$ cat src/design/jacm_pkg.sv
// Shared types and constants for the joystick axis command mapper.
// Used by the channel interfaces, the controller, the datapath and the top level.
`timescale 1ns / 1ps
`default_nettype none

package jacm_pkg;

   // Field and datapath widths
   localparam int AXIS_W      = 15;
   localparam int CMD_W       = 16;
   localparam int BTN_W       = 12;
   localparam int HOLD_W      = 8;
   localparam int PROD_W      = 32;
   localparam int MAG_W       = 30;
   localparam int RECIP_W     = 32;
   localparam int WIDE_W      = MAG_W + RECIP_W;
   localparam int RECIP_SHIFT = 45;
   localparam int QUO_W       = WIDE_W - RECIP_SHIFT;
   localparam int NUM_CMD     = 6;
   localparam int AXIS_IDX_W  = 3;
   localparam int NUM_STAB    = 3;
   localparam int CSR_IDX_W   = 4;
   localparam int CSR_DATA_W  = 8;
   localparam int GRIP_W      = 8;
   localparam int TILT_W      = 7;
   localparam int AUX_W       = 8;
   localparam int LAMP_W      = 8;

   typedef logic signed [AXIS_W-1:0] axis_type;
   typedef logic signed [CMD_W-1:0]  cmd_type;
   typedef logic [BTN_W-1:0]         btn_type;
   typedef logic [HOLD_W-1:0]        hold_type;
   typedef logic [AXIS_IDX_W-1:0]    axis_idx_type;

   // Scaling constants
   localparam cmd_type FULL_SCALE = 16'sd32767;
   localparam cmd_type AXIS_SPAN  = 16'sd10000;
   // ceil(2^45 / 10000) and ceil(2^45 / 20000): exact quotients for |x| < 2^30
   localparam logic [RECIP_W-1:0] RECIP_SPAN = 32'd3518437209;
   localparam logic [RECIP_W-1:0] RECIP_SENS = 32'd1759218605;

   // Command slots, in output order
   localparam axis_idx_type AX_PITCH = 3'd0;
   localparam axis_idx_type AX_ROLL  = 3'd1;
   localparam axis_idx_type AX_YAW   = 3'd2;
   localparam axis_idx_type AX_SURGE = 3'd3;
   localparam axis_idx_type AX_SWAY  = 3'd4;
   localparam axis_idx_type AX_DEPTH = 3'd5;

   // Button bit positions
   localparam int BTN_DEPTH_FLIP     = 0;
   localparam int BTN_JAW_CLOSE      = 1;
   localparam int BTN_JAW_CLOSE_HARD = 2;
   localparam int BTN_JAW_OPEN       = 3;
   localparam int BTN_FWD            = 4;
   localparam int BTN_REV            = 5;
   localparam int BTN_LIGHT          = 6;
   localparam int BTN_CAM_RAISE      = 7;
   localparam int BTN_TILT_DN        = 8;
   localparam int BTN_STAB_DEPTH     = 9;

   // Register indexes
   localparam logic [CSR_IDX_W-1:0] REG_INVERT_DEPTH   = 4'd0;
   localparam logic [CSR_IDX_W-1:0] REG_BUTTON_HOLDOFF = 4'd1;
   localparam hold_type HOLDOFF_RESET = 8'd10;

   // Discrete actuator codes
   localparam logic signed [GRIP_W-1:0] GRIP_CLOSE = 8'sd127;
   localparam logic signed [GRIP_W-1:0] GRIP_OPEN  = -8'sd127;
   localparam logic signed [TILT_W-1:0] TILT_RAISE = 7'sd60;
   localparam logic signed [TILT_W-1:0] TILT_LOWER = -7'sd60;
   localparam logic signed [AUX_W-1:0]  AUX_FWD    = 8'sd127;
   localparam logic signed [AUX_W-1:0]  AUX_REV    = -8'sd127;
   localparam logic signed [LAMP_W-1:0] LAMP_ON    = -8'sd126;

   // Controller to datapath commands
   typedef struct packed {
      logic         load;
      logic         mul;
      logic         div;
      logic         sat;
      logic         pass2;
      axis_idx_type axis;
      logic         publish;
   } ctl_cmd_type;

   // Datapath to controller status
   typedef struct packed {
      logic slot_free;
   } ctl_sts_type;

endpackage

`default_nettype wire

$ cat src/design/jacm_if.sv
// Channel interfaces: poll input, command packet output and register write port.
// Depends on jacm_pkg for field types.
`timescale 1ns / 1ps
`default_nettype none

interface jacm_req_if;
   logic              valid;
   logic              ready;
   jacm_pkg::axis_type axis_pov_y;
   jacm_pkg::axis_type axis_pov_x;
   jacm_pkg::axis_type axis_r;
   jacm_pkg::axis_type axis_y;
   jacm_pkg::axis_type axis_x;
   jacm_pkg::axis_type axis_z;
   jacm_pkg::axis_type axis_u;
   jacm_pkg::axis_type axis_v;
   jacm_pkg::btn_type  buttons;

   modport source (output valid, axis_pov_y, axis_pov_x, axis_r, axis_y, axis_x,
                   axis_z, axis_u, axis_v, buttons, input ready);
   modport sink   (input valid, axis_pov_y, axis_pov_x, axis_r, axis_y, axis_x,
                   axis_z, axis_u, axis_v, buttons, output ready);
endinterface

interface jacm_rsp_if;
   logic                                     valid;
   logic                                     ready;
   jacm_pkg::cmd_type                        pitch_cmd;
   jacm_pkg::cmd_type                        roll_cmd;
   jacm_pkg::cmd_type                        yaw_cmd;
   jacm_pkg::cmd_type                        surge_cmd;
   jacm_pkg::cmd_type                        sway_cmd;
   jacm_pkg::cmd_type                        depth_cmd;
   logic signed [jacm_pkg::GRIP_W-1:0]       grip_cmd;
   logic signed [jacm_pkg::TILT_W-1:0]       tilt_cmd;
   logic signed [jacm_pkg::AUX_W-1:0]        aux_thruster_cmd;
   logic signed [jacm_pkg::LAMP_W-1:0]       lamp_cmd;
   jacm_pkg::axis_type                       grip_rotate;
   logic [jacm_pkg::NUM_STAB-1:0]            stabilize_flags;

   modport source (output valid, pitch_cmd, roll_cmd, yaw_cmd, surge_cmd, sway_cmd,
                   depth_cmd, grip_cmd, tilt_cmd, aux_thruster_cmd, lamp_cmd,
                   grip_rotate, stabilize_flags, input ready);
   modport sink   (input valid, pitch_cmd, roll_cmd, yaw_cmd, surge_cmd, sway_cmd,
                   depth_cmd, grip_cmd, tilt_cmd, aux_thruster_cmd, lamp_cmd,
                   grip_rotate, stabilize_flags, output ready);
endinterface

interface jacm_csr_if;
   logic                                valid;
   logic                                ready;
   logic [jacm_pkg::CSR_IDX_W-1:0]      index;
   logic [jacm_pkg::CSR_DATA_W-1:0]     data;

   modport source (output valid, index, data, input ready);
   modport sink   (input valid, index, data, output ready);
endinterface

`default_nettype wire

$ cat src/design/jacm_dpath.sv
// Datapath: poll capture, shared multiply / reciprocal-divide / saturate unit,
// stabilize toggles, registers and the output packet register.
// Depends on jacm_pkg and jacm_rsp_if.
`timescale 1ns / 1ps
`default_nettype none

module jacm_dpath import jacm_pkg::*; (
   input  logic                  clock,
   input  logic                  reset,
   input  ctl_cmd_type           cmd,
   output ctl_sts_type           sts,
   input  axis_type              in_pov_y,
   input  axis_type              in_pov_x,
   input  axis_type              in_r,
   input  axis_type              in_y,
   input  axis_type              in_x,
   input  axis_type              in_z,
   input  axis_type              in_u,
   input  axis_type              in_v,
   input  btn_type               in_buttons,
   input  logic                  csr_we,
   input  logic [CSR_IDX_W-1:0]  csr_index,
   input  logic [CSR_DATA_W-1:0] csr_data,
   jacm_rsp_if.source            rsp
);

   // Captured poll
   axis_type                 axis_ff [NUM_CMD];
   cmd_type                  sens_ff;
   axis_type                 rot_ff;
   btn_type                  btn_ff;

   // Arithmetic pipeline registers
   logic signed [PROD_W-1:0] prod_ff;
   logic [WIDE_W-1:0]        wide_ff;
   logic                     neg_ff;
   cmd_type                  stage1_ff;
   cmd_type                  res_ff [NUM_CMD];

   // Registers and toggle state
   logic                     invert_depth_ff;
   hold_type                 holdoff_ff;
   logic [NUM_STAB-1:0]      hold_ff;
   logic [NUM_STAB-1:0]      hold_in;
   hold_type                 wait_ff [NUM_STAB];
   hold_type                 wait_in [NUM_STAB];

   // Output packet register
   logic                     rsp_valid_ff;

   cmd_type                  op_a;
   cmd_type                  op_b;
   logic signed [PROD_W-1:0] op_a_ext;
   logic signed [PROD_W-1:0] op_b_ext;
   logic signed [PROD_W-1:0] prod_in;
   logic signed [PROD_W-1:0] prod_abs;
   logic [MAG_W-1:0]         mag;
   logic [RECIP_W-1:0]       recip;
   logic [WIDE_W-1:0]        wide_in;
   logic [QUO_W-1:0]         quo;
   logic [CMD_W-1:0]         sat_mag;
   cmd_type                  s_pos;
   cmd_type                  s_val;
   logic                     flip;
   cmd_type                  sat_out;
   cmd_type                  z_ext;
   cmd_type                  u_ext;
   cmd_type                  sel_axis;

   assign sts.slot_free = !rsp_valid_ff || rsp.ready;

   // Multiply: axis (depth: span minus axis) by full scale, or command by sensitivity
   always_comb begin
      sel_axis = {axis_ff[cmd.axis][AXIS_W-1], axis_ff[cmd.axis]};
      if (cmd.pass2) begin
         op_a = stage1_ff;
         op_b = sens_ff;
      end else if (cmd.axis == AX_DEPTH) begin
         op_a = AXIS_SPAN - sel_axis;
         op_b = FULL_SCALE;
      end else begin
         op_a = sel_axis;
         op_b = FULL_SCALE;
      end
   end

   assign op_a_ext = op_a;
   assign op_b_ext = op_b;
   assign prod_in  = op_a_ext * op_b_ext;

   // Magnitude times reciprocal: divide by 10000 or 20000
   assign prod_abs = prod_ff[PROD_W-1] ? -prod_ff : prod_ff;
   assign mag      = prod_abs[MAG_W-1:0];
   assign recip    = (cmd.pass2 || (cmd.axis == AX_DEPTH)) ? RECIP_SENS : RECIP_SPAN;
   assign wide_in  = {{(WIDE_W-MAG_W){1'b0}}, mag} * {{(WIDE_W-RECIP_W){1'b0}}, recip};

   // Quotient, restore sign, clamp to full scale, apply the per-slot negation
   always_comb begin
      quo     = wide_ff[WIDE_W-1:RECIP_SHIFT];
      sat_mag = (quo > QUO_W'(FULL_SCALE)) ? FULL_SCALE : quo[CMD_W-1:0];
      s_pos   = sat_mag;
      s_val   = neg_ff ? -s_pos : s_pos;
      if (cmd.pass2) begin
         flip = (cmd.axis == AX_DEPTH) && btn_ff[BTN_DEPTH_FLIP];
      end else begin
         flip = (cmd.axis == AX_SURGE) || ((cmd.axis == AX_DEPTH) && invert_depth_ff);
      end
      sat_out = flip ? -s_val : s_val;
   end

   // Stabilize toggles with holdoff
   always_comb begin
      for (int i = 0; i < NUM_STAB; i++) begin
         hold_in[i] = hold_ff[i];
         wait_in[i] = wait_ff[i];
         if (in_buttons[BTN_STAB_DEPTH + i] && (wait_ff[i] == '0)) begin
            hold_in[i] = !hold_ff[i];
            wait_in[i] = (holdoff_ff == '0) ? '0 : holdoff_ff - 1'b1;
         end else if (wait_ff[i] != '0) begin
            wait_in[i] = wait_ff[i] - 1'b1;
         end
      end
   end

   // Capture the poll and advance the toggle state
   assign z_ext = {in_z[AXIS_W-1], in_z};
   assign u_ext = {in_u[AXIS_W-1], in_u};

   always_ff @(posedge clock) begin
      if (cmd.load) begin
         axis_ff[AX_PITCH] <= in_pov_y;
         axis_ff[AX_ROLL]  <= in_pov_x;
         axis_ff[AX_YAW]   <= in_r;
         axis_ff[AX_SURGE] <= in_y;
         axis_ff[AX_SWAY]  <= in_x;
         axis_ff[AX_DEPTH] <= z_ext[AXIS_W-1:0];
         sens_ff           <= u_ext + AXIS_SPAN;
         rot_ff            <= in_v;
         btn_ff            <= in_buttons;
      end
   end

   always_ff @(posedge clock) begin
      if (reset) begin
         hold_ff <= '0;
         for (int i = 0; i < NUM_STAB; i++) begin
            wait_ff[i] <= '0;
         end
      end else if (cmd.load) begin
         hold_ff <= hold_in;
         for (int i = 0; i < NUM_STAB; i++) begin
            wait_ff[i] <= wait_in[i];
         end
      end
   end

   // Register writes; unknown indexes drop
   always_ff @(posedge clock) begin
      if (reset) begin
         invert_depth_ff <= 1'b0;
         holdoff_ff      <= HOLDOFF_RESET;
      end else if (csr_we) begin
         if (csr_index == REG_INVERT_DEPTH) begin
            invert_depth_ff <= csr_data[0];
         end else if (csr_index == REG_BUTTON_HOLDOFF) begin
            holdoff_ff <= csr_data[HOLD_W-1:0];
         end
      end
   end

   // Arithmetic unit stages
   always_ff @(posedge clock) begin
      if (cmd.mul) begin
         prod_ff <= prod_in;
      end
      if (cmd.div) begin
         wide_ff <= wide_in;
         neg_ff  <= prod_ff[PROD_W-1];
      end
      if (cmd.sat) begin
         if (cmd.pass2) begin
            res_ff[cmd.axis] <= sat_out;
         end else begin
            stage1_ff <= sat_out;
         end
      end
   end

   // Output packet register
   always_ff @(posedge clock) begin
      if (reset) begin
         rsp_valid_ff <= 1'b0;
      end else if (cmd.publish) begin
         rsp_valid_ff <= 1'b1;
      end else if (rsp.ready) begin
         rsp_valid_ff <= 1'b0;
      end
   end

   always_ff @(posedge clock) begin
      if (cmd.publish) begin
         rsp.pitch_cmd       <= res_ff[AX_PITCH];
         rsp.roll_cmd        <= res_ff[AX_ROLL];
         rsp.yaw_cmd         <= res_ff[AX_YAW];
         rsp.surge_cmd       <= res_ff[AX_SURGE];
         rsp.sway_cmd        <= res_ff[AX_SWAY];
         rsp.depth_cmd       <= res_ff[AX_DEPTH];
         rsp.grip_rotate     <= rot_ff;
         rsp.stabilize_flags <= hold_ff;
         // Open wins over either close
         if (btn_ff[BTN_JAW_OPEN]) begin
            rsp.grip_cmd <= GRIP_OPEN;
         end else if (btn_ff[BTN_JAW_CLOSE] || btn_ff[BTN_JAW_CLOSE_HARD]) begin
            rsp.grip_cmd <= GRIP_CLOSE;
         end else begin
            rsp.grip_cmd <= '0;
         end
         // Tilt up wins over tilt down
         if (btn_ff[BTN_CAM_RAISE]) begin
            rsp.tilt_cmd <= TILT_RAISE;
         end else if (btn_ff[BTN_TILT_DN]) begin
            rsp.tilt_cmd <= TILT_LOWER;
         end else begin
            rsp.tilt_cmd <= '0;
         end
         // Forward wins over reverse
         if (btn_ff[BTN_FWD]) begin
            rsp.aux_thruster_cmd <= AUX_FWD;
         end else if (btn_ff[BTN_REV]) begin
            rsp.aux_thruster_cmd <= AUX_REV;
         end else begin
            rsp.aux_thruster_cmd <= '0;
         end
         rsp.lamp_cmd <= btn_ff[BTN_LIGHT] ? LAMP_ON : '0;
      end
   end

   assign rsp.valid = rsp_valid_ff;

endmodule

`default_nettype wire

$ cat src/design/jacm_ctrl.sv
// Controller: sequences the shared arithmetic unit over the six motion commands
// and hands the finished packet to the output register. Depends on jacm_pkg.
`timescale 1ns / 1ps
`default_nettype none

module jacm_ctrl import jacm_pkg::*; (
   input  logic        clock,
   input  logic        reset,
   input  logic        req_valid,
   output logic        req_ready,
   input  ctl_sts_type sts,
   output ctl_cmd_type cmd
);

   localparam logic [1:0] ST_IDLE = 2'd0;
   localparam logic [1:0] ST_RUN  = 2'd1;
   localparam logic [1:0] ST_PUSH = 2'd2;

   localparam logic [2:0] PH_MUL1 = 3'd0;
   localparam logic [2:0] PH_DIV1 = 3'd1;
   localparam logic [2:0] PH_SAT1 = 3'd2;
   localparam logic [2:0] PH_MUL2 = 3'd3;
   localparam logic [2:0] PH_DIV2 = 3'd4;
   localparam logic [2:0] PH_SAT2 = 3'd5;

   logic [1:0]   state_ff, state_in;
   logic [2:0]   phase_ff, phase_in;
   axis_idx_type axis_ff, axis_in;
   logic         running;

   // Next state: a multiply, divide and clamp pass, run twice for each command
   always_comb begin
      state_in = state_ff;
      phase_in = phase_ff;
      axis_in  = axis_ff;
      unique case (state_ff)
         ST_IDLE: begin
            if (req_valid) begin
               state_in = ST_RUN;
               phase_in = PH_MUL1;
               axis_in  = AX_PITCH;
            end
         end
         ST_RUN: begin
            if (phase_ff == PH_SAT2) begin
               phase_in = PH_MUL1;
               if (axis_ff == AX_DEPTH) begin
                  state_in = ST_PUSH;
               end else begin
                  axis_in = axis_ff + 1'b1;
               end
            end else begin
               phase_in = phase_ff + 1'b1;
            end
         end
         ST_PUSH: begin
            if (sts.slot_free) begin
               state_in = ST_IDLE;
            end
         end
         default: begin
            state_in = ST_IDLE;
         end
      endcase
   end

   always_ff @(posedge clock) begin
      if (reset) begin
         state_ff <= ST_IDLE;
         phase_ff <= PH_MUL1;
         axis_ff  <= AX_PITCH;
      end else begin
         state_ff <= state_in;
         phase_ff <= phase_in;
         axis_ff  <= axis_in;
      end
   end

   // Decode commands; hold off the input while in reset
   assign running     = (state_ff == ST_RUN);
   assign req_ready   = (state_ff == ST_IDLE) && !reset;
   assign cmd.load    = req_ready && req_valid;
   assign cmd.mul     = running && ((phase_ff == PH_MUL1) || (phase_ff == PH_MUL2));
   assign cmd.div     = running && ((phase_ff == PH_DIV1) || (phase_ff == PH_DIV2));
   assign cmd.sat     = running && ((phase_ff == PH_SAT1) || (phase_ff == PH_SAT2));
   assign cmd.pass2   = (phase_ff == PH_MUL2) || (phase_ff == PH_DIV2)
                        || (phase_ff == PH_SAT2);
   assign cmd.axis    = axis_ff;
   assign cmd.publish = (state_ff == ST_PUSH) && sts.slot_free;

endmodule

`default_nettype wire

$ cat src/design/joystick_axis_command_mapper.sv
// Top level of the joystick axis command mapper: controller, datapath, channels.
// Depends on jacm_pkg, jacm_if, jacm_ctrl and jacm_dpath.
//
//   channel  direction  carries
//   req_if   in         one joystick poll: eight axes and the button vector
//   rsp_if   out        one command packet per poll
//   csr_if   in         register writes: invert_depth (0), button_holdoff (1)
//
// A transaction runs from an accept cycle, through a run in which one shared
// multiplier and one reciprocal divider run three steps twice for each of six
// motion commands, to a hand-off cycle. The packet turns valid and the input
// turns ready again at the same clock edge, once the hand-off is done.
// The output register holds a packet while rsp_if stalls; the hand-off cycle
// waits only if the previous packet is still not taken.
// Synchronous reset clears toggles, counters and invert_depth; holdoff resets to 10.
`timescale 1ns / 1ps
`default_nettype none

module joystick_axis_command_mapper import jacm_pkg::*; (
   input  logic       clock,
   input  logic       reset,
   jacm_req_if.sink   req_if,
   jacm_rsp_if.source rsp_if,
   jacm_csr_if.sink   csr_if
);

   ctl_cmd_type ctl_cmd;
   ctl_sts_type ctl_sts;
   logic        req_ready;

   // Register writes are taken whenever out of reset
   assign csr_if.ready = !reset;
   assign req_if.ready = req_ready;

   jacm_ctrl u_ctrl (
      .clock     (clock),
      .reset     (reset),
      .req_valid (req_if.valid),
      .req_ready (req_ready),
      .sts       (ctl_sts),
      .cmd       (ctl_cmd)
   );

   jacm_dpath u_dpath (
      .clock      (clock),
      .reset      (reset),
      .cmd        (ctl_cmd),
      .sts        (ctl_sts),
      .in_pov_y   (req_if.axis_pov_y),
      .in_pov_x   (req_if.axis_pov_x),
      .in_r       (req_if.axis_r),
      .in_y       (req_if.axis_y),
      .in_x       (req_if.axis_x),
      .in_z       (req_if.axis_z),
      .in_u       (req_if.axis_u),
      .in_v       (req_if.axis_v),
      .in_buttons (req_if.buttons),
      .csr_we     (csr_if.valid),
      .csr_index  (csr_if.index),
      .csr_data   (csr_if.data),
      .rsp        (rsp_if)
   );

`ifndef SYNTH
   // Only one unit step or hand-off happens in a cycle
   a_one_cmd: assert property (@(posedge clock) disable iff (reset)
      $onehot0({ctl_cmd.load, ctl_cmd.mul, ctl_cmd.div, ctl_cmd.sat, ctl_cmd.publish}))
      else $error("more than one datapath command at once");

   // A packet is handed over only into a free output slot
   a_publish_free: assert property (@(posedge clock) disable iff (reset)
      ctl_cmd.publish |-> (!rsp_if.valid || rsp_if.ready))
      else $error("packet handed over onto an unread packet");

   // Work on a poll blocks the next poll
   a_busy_after_load: assert property (@(posedge clock) disable iff (reset)
      (req_if.valid && req_if.ready) |=> !req_if.ready)
      else $error("ready while a poll is in progress");
`endif

endmodule

`default_nettype wire

$ cat src/flat_wrapper.sv
// flat-port wrapper written by rule: the top's interface ports become plain ports
module joystick_axis_command_mapper_flat import jacm_pkg::*;
  (clock, reset, req_if_valid, req_if_axis_pov_y, req_if_axis_pov_x, req_if_axis_r, req_if_axis_y, req_if_axis_x, req_if_axis_z, req_if_axis_u, req_if_axis_v, req_if_buttons, req_if_ready, rsp_if_valid, rsp_if_pitch_cmd, rsp_if_roll_cmd, rsp_if_yaw_cmd, rsp_if_surge_cmd, rsp_if_sway_cmd, rsp_if_depth_cmd, rsp_if_grip_cmd, rsp_if_tilt_cmd, rsp_if_aux_thruster_cmd, rsp_if_lamp_cmd, rsp_if_grip_rotate, rsp_if_stabilize_flags, rsp_if_ready, csr_if_valid, csr_if_index, csr_if_data, csr_if_ready);
  jacm_req_if req_if_i ();
  jacm_rsp_if rsp_if_i ();
  jacm_csr_if csr_if_i ();
  input  logic clock;
  input  logic reset;
  input wire logic [$bits(req_if_i.valid)-1:0] req_if_valid;
  input wire logic [$bits(req_if_i.axis_pov_y)-1:0] req_if_axis_pov_y;
  input wire logic [$bits(req_if_i.axis_pov_x)-1:0] req_if_axis_pov_x;
  input wire logic [$bits(req_if_i.axis_r)-1:0] req_if_axis_r;
  input wire logic [$bits(req_if_i.axis_y)-1:0] req_if_axis_y;
  input wire logic [$bits(req_if_i.axis_x)-1:0] req_if_axis_x;
  input wire logic [$bits(req_if_i.axis_z)-1:0] req_if_axis_z;
  input wire logic [$bits(req_if_i.axis_u)-1:0] req_if_axis_u;
  input wire logic [$bits(req_if_i.axis_v)-1:0] req_if_axis_v;
  input wire logic [$bits(req_if_i.buttons)-1:0] req_if_buttons;
  output wire logic [$bits(req_if_i.ready)-1:0] req_if_ready;
  output wire logic [$bits(rsp_if_i.valid)-1:0] rsp_if_valid;
  output wire logic [$bits(rsp_if_i.pitch_cmd)-1:0] rsp_if_pitch_cmd;
  output wire logic [$bits(rsp_if_i.roll_cmd)-1:0] rsp_if_roll_cmd;
  output wire logic [$bits(rsp_if_i.yaw_cmd)-1:0] rsp_if_yaw_cmd;
  output wire logic [$bits(rsp_if_i.surge_cmd)-1:0] rsp_if_surge_cmd;
  output wire logic [$bits(rsp_if_i.sway_cmd)-1:0] rsp_if_sway_cmd;
  output wire logic [$bits(rsp_if_i.depth_cmd)-1:0] rsp_if_depth_cmd;
  output wire logic [$bits(rsp_if_i.grip_cmd)-1:0] rsp_if_grip_cmd;
  output wire logic [$bits(rsp_if_i.tilt_cmd)-1:0] rsp_if_tilt_cmd;
  output wire logic [$bits(rsp_if_i.aux_thruster_cmd)-1:0] rsp_if_aux_thruster_cmd;
  output wire logic [$bits(rsp_if_i.lamp_cmd)-1:0] rsp_if_lamp_cmd;
  output wire logic [$bits(rsp_if_i.grip_rotate)-1:0] rsp_if_grip_rotate;
  output wire logic [$bits(rsp_if_i.stabilize_flags)-1:0] rsp_if_stabilize_flags;
  input wire logic [$bits(rsp_if_i.ready)-1:0] rsp_if_ready;
  input wire logic [$bits(csr_if_i.valid)-1:0] csr_if_valid;
  input wire logic [$bits(csr_if_i.index)-1:0] csr_if_index;
  input wire logic [$bits(csr_if_i.data)-1:0] csr_if_data;
  output wire logic [$bits(csr_if_i.ready)-1:0] csr_if_ready;
  assign req_if_i.valid = req_if_valid;
  assign req_if_i.axis_pov_y = req_if_axis_pov_y;
  assign req_if_i.axis_pov_x = req_if_axis_pov_x;
  assign req_if_i.axis_r = req_if_axis_r;
  assign req_if_i.axis_y = req_if_axis_y;
  assign req_if_i.axis_x = req_if_axis_x;
  assign req_if_i.axis_z = req_if_axis_z;
  assign req_if_i.axis_u = req_if_axis_u;
  assign req_if_i.axis_v = req_if_axis_v;
  assign req_if_i.buttons = req_if_buttons;
  assign req_if_ready = req_if_i.ready;
  assign rsp_if_valid = rsp_if_i.valid;
  assign rsp_if_pitch_cmd = rsp_if_i.pitch_cmd;
  assign rsp_if_roll_cmd = rsp_if_i.roll_cmd;
  assign rsp_if_yaw_cmd = rsp_if_i.yaw_cmd;
  assign rsp_if_surge_cmd = rsp_if_i.surge_cmd;
  assign rsp_if_sway_cmd = rsp_if_i.sway_cmd;
  assign rsp_if_depth_cmd = rsp_if_i.depth_cmd;
  assign rsp_if_grip_cmd = rsp_if_i.grip_cmd;
  assign rsp_if_tilt_cmd = rsp_if_i.tilt_cmd;
  assign rsp_if_aux_thruster_cmd = rsp_if_i.aux_thruster_cmd;
  assign rsp_if_lamp_cmd = rsp_if_i.lamp_cmd;
  assign rsp_if_grip_rotate = rsp_if_i.grip_rotate;
  assign rsp_if_stabilize_flags = rsp_if_i.stabilize_flags;
  assign rsp_if_i.ready = rsp_if_ready;
  assign csr_if_i.valid = csr_if_valid;
  assign csr_if_i.index = csr_if_index;
  assign csr_if_i.data = csr_if_data;
  assign csr_if_ready = csr_if_i.ready;
  joystick_axis_command_mapper u_core (.clock(clock), .reset(reset), .req_if(req_if_i), .rsp_if(rsp_if_i), .csr_if(csr_if_i));
endmodule
$ cat config.mk
export PLATFORM = sky130hd
export DESIGN_NAME = joystick_axis_command_mapper_flat
export DESIGN_NICKNAME = d
export VERILOG_FILES = /design/src/design/jacm_pkg.sv /design/src/design/jacm_if.sv /design/src/design/jacm_dpath.sv /design/src/design/jacm_ctrl.sv /design/src/design/joystick_axis_command_mapper.sv /design/src/flat_wrapper.sv
export SDC_FILE = /design/constraint.sdc
export NUM_CORES = 2
export LEC_CHECK = 0
export ABC_AREA = 1
export BUFFER_PORTS_ARGS = -buffer_cell sky130_fd_sc_hd__buf_2
export CAP_MARGIN = 20
export CORE_ASPECT_RATIO = 1.4
export CORE_MARGIN = 1.5
export CORE_UTILIZATION = 40
export CTS_BUF_LIST = sky130_fd_sc_hd__clkbuf_8
export DETAILED_ROUTE_END_ITERATION = 7
export SYNTH_ARGS = -nofsm -noshare
export SYNTH_HDL_FRONTEND = slang
export SYNTH_SLANG_ARGS = --single-unit
$ cat constraint.sdc
create_clock -name clock -period 8 [get_ports clock]
set_clock_uncertainty 0.15 [all_clocks]
set_input_delay 2.4 -clock clock [delete_from_list [all_inputs] [get_ports clock]]
set_output_delay 2.4 -clock clock [all_outputs]
set_load 0.1 [all_outputs]
Word level (Yosys, flattened, before mapping):

Memory sizes are Yosys's and may differ from the RTL's. A register that Yosys moved wholly into a read port is not among the register bits.
Cells that the tools add are included.

* mux-type cells: 47
* multiply operators: 2
* $lt $le $gt $ge: 1
* eq/ne operators: 15
* add/subtract/negate cells: 11
* reductions and logical operators: 46
* bitwise operators: 5

Operator list (count)
* $mux W16: 6
* $mux W8: 12
* $mul A30 B32 Y62: 1
* $logic_not A8 Y1: 4
* $mul A16 B16 Y32: 1
* $mux W32: 1
* $neg A16 Y16: 2
* $sub A8 B1 Y8 const B: 4
* $mux W30: 1
* $neg A30 Y30: 1
* $reduce_bool A8 Y1: 3
* $mux W3: 6
* $gt A17 B15 Y1 const B: 1
* $add A15 B15 Y16 const B: 1
* $sub A15 B15 Y16 const A: 1
* $mux W7: 2
* $mux W1: 12
* $pmux W3 S2: 2
* $reduce_and A2 Y1: 6
* $logic_and A1 B1 Y1: 11
* $eq A3 B2 Y1 const B: 3
* $eq A3 B3 Y1 const B: 3
* $logic_or A1 B1 Y1: 9
* $mux W2: 4
* other kinds (17): 30

* flip-flop bits (word level): 221
* word-level logic and storage cells: 152
* bits in writable memories: 210
* bits of input ports: 149
* memories kept: 3

Memories
* u_core.u_dpath.res_ff: depth 6, bits a word 16, rd ports 6, clocked after memory_dff 6, wr ports 1, line jacm_dpath.sv:38 `cmd_type res_ff [NUM_CMD];`
* u_core.u_dpath.axis_ff: depth 6, bits a word 15, rd ports 1, clocked after memory_dff 1, wr ports 6, line jacm_dpath.sv:28 `axis_type axis_ff [NUM_CMD];`
* u_core.u_dpath.wait_ff: depth 3, bits a word 8, rd ports 3, clocked after memory_dff 0, wr ports 3, line jacm_dpath.sv:45 `hold_type wait_ff [NUM_STAB];`

Logic depth before layout (Yosys ltp):

* word-level depth: 7
* depth in mapped cells: 45
* mapped depth without buffers: 45

By module:

From an unflattened synthesis, not the netlist that was laid out.

* cell total of the unflattened synthesis: 5102
* area total of the unflattened synthesis: 49459.9 um^2

Modules (own cells, without submodules)
* jacm_dpath: times used 1, cells an instance 5013, area an instance 48913.2 um^2, sequential area each 13442.9 um^2
* jacm_ctrl: times used 1, cells an instance 88, area an instance 543.0 um^2, sequential area each 160.2 um^2
* joystick_axis_command_mapper: times used 1, cells an instance 1, area an instance 3.8 um^2, sequential area each 0.0 um^2

Worst setup path after synthesis:

OpenSTA, ideal clock, no wires.

* path kind: input port to flip-flop
* start point: input port reset
* end point: memory u_core.u_dpath.axis_ff[0][0] (netlist name), enable pin
* required time: 7305 ps
* path buffers: 2
* slack: -707 ps
* data arrival time: 8012 ps
* cell stages on the path: 5
* cell sequence: clkbuf_1 -> nor2_1 -> nand2_1 -> inv_2 -> clkbuf_1

RTL lines
* start, declared: line flat_wrapper.sv:8 `input logic reset;`
* end, declared: line jacm_dpath.sv:28

Worst setup path in the final report:

* start point: register u_core.u_dpath.prod_ff[0]
* end point: register u_core.u_dpath.wide_ff[58], data pin

* word-level cells in the longest chain between the ends: 3

Ends and longest elaborated chain
* start, declared: line jacm_dpath.sv:34 `logic signed [PROD_W-1:0] prod_ff;`
* start signal, assigned: line jacm_dpath.sv:174 `prod_ff <= prod_in;`
* $neg A30 Y30: line jacm_dpath.sv:92 `assign prod_abs = prod_ff[PROD_W-1] ? -prod_ff : prod_ff;`
* $mux W30 *: line jacm_dpath.sv:92
* $mul A30 B32 Y62 *: line jacm_dpath.sv:95 `assign wide_in = {{(WIDE_W-MAG_W){1'b0}}, mag} * {{(WIDE_W-RECIP_W){1'b0}}, recip};`
* named net u_core.u_dpath.wide_in[58]: line jacm_dpath.sv:59 `logic [WIDE_W-1:0] wide_in;`
* end signal, assigned: line jacm_dpath.sv:177 `wide_ff <= wide_in;`
* end, declared: line jacm_dpath.sv:35 `logic [WIDE_W-1:0] wide_ff;`

Mark *: on every way through the listed nets, which the timed path passes. The rest lies on a longest branch.
A chain may end at the register's enable or synchronous reset.

==> impl_metrics.json <==
{
  "hp-start": "u_core.u_dpath.res_ff[4][0]",
  "dieHeight_um": 419,
  "path_common_cell": "fa_1",
  "hold_path.class": "reg -> reg",
  "relSlewSlack": 0.290,
  "synth_area_um2": 49500,
  "rsz0062_at_grt": "true",
  "endpoint_kind": "flop",
  "numCtsBuffers": 67,
  "drive_gt1_frac": 0.242,
  "hold_viol_final": 0,
  "via_per_inst": 4.91,
  "grt_max_degree": 125,
  "cts_tree": "yes",
  "antenna_found_initial": 13,
  "syn_inst": 5027,
  "synth_warnings": 0,
  "cts-root-buf": "clkbuf_8",
  "clkSinkCount": 463,
  "rrSetupSlack_ns": -0.17,
  "grtUsageTotal": 0.275,
  "synth_flop_cell": "edfxtp_1",
  "gp_congestion": 1.02,
  "dieArea_um2": 126000,
  "dr.pass1.iters": 6,
  "maxCapViolations": 0,
  "layout_commonest_cell": "inv_1",
  "num_vias": 37177,
  "nNetsFinal": 7251,
  "syn_to_final_growth_pct": 21.7,
  "worstMarginPinSlew_ns": 1.06,
  "synth_edf_count": 439,
  "pre_cts_ws_ns": -0.622,
  "start_kind": "flop",
  "mostFrequentLayoutCells": "1224 x inv_1, 729 x fa_1, 664 x nand2_1, 565 x buf_4, 439 x edfxtp_1",
  "clkTransAtPathRegs_ns": 0.07,
  "grt_pass1_wl_mm": 251,
  "min_period_ns": 8.17,
  "fin_crit_sh": 1.02,
  "critPathMaxFanout": 3,
  "insertion_delay_ns": 0.71,
  "setup_viol": 16,
  "cp_data_required_time_ns": 8.32,
  "cp-endpoint": "u_core.u_dpath.wide_ff[58]",
  "fp.coreArea_um2": 123000,
  "start_util": 0.404,
  "clock_path_buffers": 3,
  "fmaxAchievable_mhz": 122,
  "io_pins": 297,
  "ff2ff_path_depth": 35,
  "drc": 0,
  "critical_path.startpoint": "u_core.u_dpath.prod_ff[0]",
  "crit_arrival_ns": 8.49,
  "hpwl_mm": 147,
  "r2r_start": "u_core.u_dpath.prod_ff[0]",
  "cts_htree_levels": 3,
  "yosysSeqAreaShare": 0.276,
  "outcome": "complete, but fails checks",
  "row_count": 152,
  "ant_nets": 0,
  "slew_violations": 0,
  "worst_slack_ns": -0.171,
  "port_buffers": 288,
  "reg2reg_to": "u_core.u_dpath.wide_ff[58]",
  "slowest_delay_ns": 0.60,
  "wl_mm": 170,
  "cts.hold.buffers_added": 0,
  "dieWidth_um": 300,
  "overflow": 0,
  "synth_seq_cells": 463,
  "grt_pass1_vias": 41025,
  "post_drt_wl_per_cell_um": 22.4,
  "cpMaxStageDelayCell": "fa_1",
  "drt-initial-drc-count": 1903,
  "ys_types": 58,
  "post_synth.cell_area_avg_um2": 9.85,
  "violations": "negative setup slack",
  "setup.worst_path.class": "reg -> reg",
  "ys_async_sr_fraction": 0
}
[worst min path at each step]
stage	to	slack [ns]	cells past startpoint
2_1_floorplan	rsp_if_depth_cmd[15]	0.25	0
3_3_place_gp	rsp_if_roll_cmd[9]	0.25	0
3_5_place_dp	rsp_if_pitch_cmd[14]	0.25	0
4_1_cts	rsp_if_roll_cmd[15]	0.24	0
5_1_grt	rsp_if_roll_cmd[15]	0.26	0
6_report	rsp_if_sway_cmd[0]	0.25	0
[timing repair]
action | in CTS | in global routing
pin swaps | 76 | 80
setup endpoints to repair | 17 | 30
resized for setup | 288 | 158
setup buffers | 19 | 14
[Yosys cell counts, drive strengths merged (10+ instances only)]
cell / number / area (um^2)
nor3: 36 / 196
o21bai: 11 / 82.6
nand3b: 10 / 75.1
o21a: 14 / 106
a21o: 15 / 113
o21ai: 143 / 764
or2: 13 / 81.3
edfxtp: 439 / 13200
xor2: 61 / 568
ha: 434 / 5430
buf: 54 / 402
inv: 1290 / 4850
dfxtp: 24 / 480
a21oi: 142 / 711
nand3: 224 / 1200
a31oi: 17 / 106
o211ai: 12 / 90.1
xnor2: 41 / 359
nand4: 20 / 125
nor4: 14 / 87.6
fa: 777 / 15600
nand2: 740 / 2850
clkbuf: 56 / 210
o22ai: 13 / 81.3
nor2: 397 / 1580
[critical path: cells and delay by family, from the launching register on]
| kind | cells | cell delay, ns |
|---|---|---|
| fa+ha+maj | 9 | 4.32 |
| simple gates | 13 | 1.43 |
| compound gates | 6 | 0.97 |
| buf+inv | 7 | 0.62 |
| flops | 1 | 0.41 |
[layer usage]
metal | global-route usage | routed length, um | share of wire
met1 | 0.271 | 56300 | 0.33
met2 | 0.520 | 91900 | 0.54
met3 | 0.0374 | 6670 | 0.039
met4 | 0.203 | 14900 | 0.088
met5 | 0 | 46 | 0.00027
[cell type report]
type                       count  area [um^2]
antenna                        6         15.0
clock buffer                  69          950
clock inverter                54          372
fill                       11602        62400
inverter                    1290         4860
multi-input combinational   3185        32200
sequential                   463        13700
tap                         1617         2020
timing repair buffer         884         6180
[registers in the layout, indices dropped and copies added (netlist names), 3 cells and up, named ones only]
signal / flops
u_core.u_dpath.rsp.tilt_cmd: 3
u_core.u_dpath.rsp.aux_thruster_cmd: 3
u_core.u_dpath.wide_ff: 17
rsp_if_surge_cmd: 16
rsp_if_roll_cmd: 16
u_core.u_dpath.btn_ff: 9
u_core.u_dpath.stage1_ff: 16
u_core.u_dpath.rsp.stabilize_flags: 3
rsp_if_sway_cmd: 16
u_core.u_dpath.sens_ff: 16
u_core.u_dpath.holdoff_ff: 8
u_core.u_dpath.hold_ff: 3
u_core.u_dpath.prod_ff: 31
u_core.u_ctrl.axis_ff: 3
u_core.u_ctrl.phase_ff: 3
u_core.u_dpath.rsp.grip_rotate: 15
u_core.u_dpath.rsp.grip_cmd: 3
u_core.u_dpath.wait_ff: 24
u_core.u_dpath.rot_ff: 15
rsp_if_yaw_cmd: 16
u_core.u_dpath.rsp.depth_cmd: 15
u_core.u_dpath.res_ff: 96
u_core.u_dpath.axis_ff: 90
rsp_if_pitch_cmd: 16
[cell families after synthesis]
logic type	synth area share
flops	0.276
buf+inv	0.110
compound gates	0.0448
fa+ha+maj	0.424
xor+xnor	0.0187
other cells	0.000152
simple gates	0.126
[per-stage QoR]
| stage | hold WS, ns | util | instance area, um^2 | cells | TNS (ns) |
|---|---|---|---|---|---|
| 3_5_place_dp | 0.255 | 0.464 | 56900 | 7407 | -8.49 |
| 5_1_grt | 0.255 | 0.491 | 60200 | 7568 | -6.99 |
| 6_report | 0.247 | 0.491 | 60200 | 7568 | -1.16 |
| 4_1_cts | 0.240 | 0.484 | 59400 | 7548 | -1.79 |
| 3_3_place_gp | 0.251 | 0.464 | 56900 | 7407 | -8.75 |
| 2_1_floorplan | 0.250 | - | 49600 | 5048 | 0 |
Power is not shown: default switching activity piles up to over one toggle a cycle in this logic, so the estimate is an artifact.
